<file path="src/rtl/core/glru_ram.sv">
// Generic single-port-write, one-read RAM with registered read data.
module glru_ram #(
   parameter int WIDTH = 8,
   parameter int DEPTH = 256
) (
   input  logic                     clock,
   input  logic                     wr_en,
   input  logic [$clog2(DEPTH)-1:0] wr_addr,
   input  logic [WIDTH-1:0]         wr_data,
   input  logic [$clog2(DEPTH)-1:0] rd_addr,
   output logic [WIDTH-1:0]         rd_data
);
   logic [WIDTH-1:0] mem [DEPTH];

   always_ff @(posedge clock) begin
      if (wr_en) begin
         mem[wr_addr] <= wr_data;
      end
      rd_data <= mem[rd_addr];
   end
endmodule

</file>
<file path="config.mk">
export PLATFORM = sky130hd
export DESIGN_NAME = glru_ram
export DESIGN_NICKNAME = d
export VERILOG_FILES = /design/src/rtl/core/glru_ram.sv
export SDC_FILE = /design/constraint.sdc
export NUM_CORES = 2
export LEC_CHECK = 0
export BUFFER_PORTS_ARGS = -buffer_cell sky130_fd_sc_hd__buf_2
export CORE_MARGIN = 4
export CORE_UTILIZATION = 25
export DETAILED_ROUTE_END_ITERATION = 10
export GPL_TIMING_DRIVEN = 1
export PLACE_DENSITY = 0.4
export SLEW_MARGIN = 25
export SYNTH_ARGS = -nofsm -noshare
export SYNTH_HDL_FRONTEND = slang
export SYNTH_SLANG_ARGS = --single-unit
</file>
<file path="constraint.sdc">
create_clock -name clock -period 4.45 [get_ports clock]
set_clock_uncertainty 0.2 [all_clocks]
set_input_delay 0.89 -clock clock [delete_from_list [all_inputs] [get_ports clock]]
set_output_delay 0.89 -clock clock [all_outputs]
set_load 0.05 [all_outputs]
</file>
==> flow_summary.toml <==
[die]
die_w_um = 572
core.rowCount = 206
fp.dieH_um = 572
io_pins = 34
coreArea_um2 = 316000
initial_core_util = 0.252
die_area_um2 = 327000

[detailed_routing]
remaining_drc_errors = 0
drtIter0Drc = 3671
drt_pass1_iterations = 5
routed_wl_um = 236000
wl_per_cell_um = 27.5
vias = 39500
vias_per_cell = 4.61
ant_nets = 0

[outcome]
status = "completed"

[timing]
rsz0062_at_grt = "false"
fmax_mhz = 246
tns_ns = 0
maxSlewHeadroom = 0.272
worstMarginPinSlew_ns = 1.08
min_period_ns = 4.06
hold_violations = 0
period_share = 0.913
maxSlewViolCount = 0
setup_violations = 0

[power_and_ir_drop]
fin_total_pwr_mw = 41.9
leakage_nw = 29.4
p_per_area_nw_per_um2 = 442
vdd_ir_drop_max_mv = 0.430

[synth]
synth.net_count = 3759
synth_area_um2 = 79600
synth_ff_type = "edfxtp_1"
async_reset_ff_frac = 0
synth_enable_flop_cells = 2048
synth-seq-cells = 2056
yosysSeqAreaShare = 0.775
synth_cell_types = 55
syn_area_per_cell_um2 = 21.3
syn_inst = 3733
ys_warn_count = 0

[place]
gp_routability_congestion = 0.793
dp_hpwl_um = 152000
portBuffers = 33
dpl-instance-area_um2 = 87500

[worst_setup_path]
reg2regPathDepth = 7
cp_common_cell = "buf_12"
critPathKind = "input pin to flop"
crit-reg2reg-launch = "mem[211][3]$_DFFE_PP_"
worst-path-stages = 11
cp-end-kind = "flop"
cp_slowest_cell = "a221oi_1"
path_cells = "buf_8 > buf_12 > buf_12 > buf_12 > mux4_2 > a22o_1 > a221oi_1 > o32ai_1 > nor3_1 > buf_4 > nor4_1"
cp_top_family = "compound AO/OA/AOI/OAI gates"
arrival_ns = 4.59
r2r_setup_slack_ns = 0.96
endpoint = "rd_data[5]$_DFF_P_"
critical_path.startpoint = "rd_addr[0]"
crit_path_start_kind = "input pin"
cp.required_ns = 4.98
worst-path-buf-inv = 5
r2r-end = "rd_data[3]$_DFF_P_"
slowest_delay_ns = 0.67
cp_max_fo = 22

[flow_run]
timing.max_cap.violations = 0

[global_routing]
grt_overflow = 0
grt_antenna_before_repair = 23
grt_max_degree = 120
grt_pass1_vias = 40600
gr-usage-all-layers = 0.142
grt_pass1_wl_um = 328000

[layout]
fin_nets = 4231
layout-drive-gt1-share = 0.291
final_cell_area_um2 = 94800
syn_to_final_growth_pct = 19.2

[cts]
cts.clk_slew.worst_paths_ns = 0.06
clock-sinks = 2056
htree_levels = 4
cts_tree = "yes"
hold_buffers = 0
cts_resized = 0
cts_setup_buffers = 0
worstSkewPairLatency_ns = 0.89
clock_path_buffers = 3
root_buffer = "clkbuf_16"
numCtsBuffers = 226

[min_path]
min_path_type = "input pin to flop"
## routing by layer
metal / global-route usage / vias to the layer above / wire length, µm
met1: 0.197 / 21400 / 105000
met3: 0.0266 / 337 / 13100
li1: - / 16700 / -
met4: 0.0459 / 0 / 7150
met5: 0 / - / 0
met2: 0.224 / 1056 / 111000
## area by class of cell
type                    instances  area [µm²]
diodes                         17        42.5
flip-flops and latches       2056       61700
inverters                       2        7.51
fillers                     30800      221000
multi-input cells            1442       16600
well taps                    4160        5200
clock inverters               119        1190
repair buffers                477        4090
clock buffers                 299        6080
## flip-flops by register name (all words and copies together), names as in the netlist
signal   flops
mem       2048
rd_data      8
## worst min path at each step
stage	start	endpoint	slack, ns	cells after the start
floorplan	mem[40][3]$_DFFE_PP_	rd_data[3]$_DFF_P_	0.57	6
detailed placement	mem[136][3]$_DFFE_PP_	rd_data[3]$_DFF_P_	0.89	5
global route	wr_data[7]	mem[154][7]$_DFFE_PP_	0.21	1
global placement	mem[139][3]$_DFFE_PP_	rd_data[3]$_DFF_P_	0.91	5
CTS	wr_data[7]	mem[154][7]$_DFFE_PP_	0.19	1
finish	wr_data[7]	mem[154][7]$_DFFE_PP_	0.26	1
## cell usage in the layout, fill, tap and decap left out, drive strengths merged, types with 2 or more instances in the layout
cell,count
edfxtp,2048
buf,477
mux4,456
clkbuf,299
nor2,282
mux2i,134
a22oi,133
a21oi,96
clkinv,94
o221ai,47
nand3,34
nand2,33
nor2b,31
o22ai,28
nor4,27
nor3,22
diode,17
a211oi,16
bufinv,15
a221oi,14
o21ai,12
nand4,10
o211ai,10
nand2b,8
a22o,8
dfxtp,8
clkinvlp,7
and2,6
o22a,5
o32ai,5
a2111oi,5
inv,5
or2,4
and3b,2
nand3b,2
a31oi,2
a311oi,2
## where the power goes
part | total [mW] | switching [mW] | leakage [nW] | internal [mW]
registers | 21.4 | 0.0410 | 18.5 | 21.4
clock network | 18.3 | 7.82 | 3.52 | 10.5
logic | 2.23 | 1.47 | 7.41 | 0.762
total | 41.9 | 9.32 | 29.4 | 32.6
## cell usage after synthesis (all sizes together) (8+ instances only)
cell type / instances / share of area
a211oi: 16 / 0.0015
a21oi: 96 / 0.0060
a221oi: 14 / 0.0016
a22o: 8 / 0.00088
a22oi: 133 / 0.013
buf: 122 / 0.013
clkbuf: 111 / 0.0052
dfxtp: 8 / 0.0020
edfxtp: 2048 / 0.77
mux2i: 134 / 0.017
mux4: 456 / 0.13
nand2: 33 / 0.0016
nand2b: 8 / 0.00063
nand3: 34 / 0.0021
nand4: 10 / 0.00079
nor2: 282 / 0.013
nor2b: 31 / 0.0024
nor3: 22 / 0.0014
nor4: 27 / 0.0024
o211ai: 10 / 0.00094
o21ai: 12 / 0.00075
o221ai: 47 / 0.0053
o22ai: 28 / 0.0022
## cells by family (layout without fill, tap and decap cells)
group	count (synthesis)	in the layout	synth area share
other	0	17	0
AO/OA/AOI/OAI	385	385	0.0342
flip-flops	2056	2056	0.775
AND/OR/NAND/NOR	466	466	0.0263
multiplexers	591	591	0.146
buffers and inverters	235	897	0.0183
## stage by stage
step                setup WS [ns]  hold WS [ns]  instances  utilization
floorplan                    1.42         0.570       3733            -
global placement           -0.691         0.914       8136        0.277
detailed placement         -0.620         0.890       8137        0.277
CTS                         0.351         0.193       8555        0.300
global route                0.292         0.215       8559        0.300
finish                      0.389         0.263       8572        0.300
Note: power is estimated with default switching activity, not from simulation.
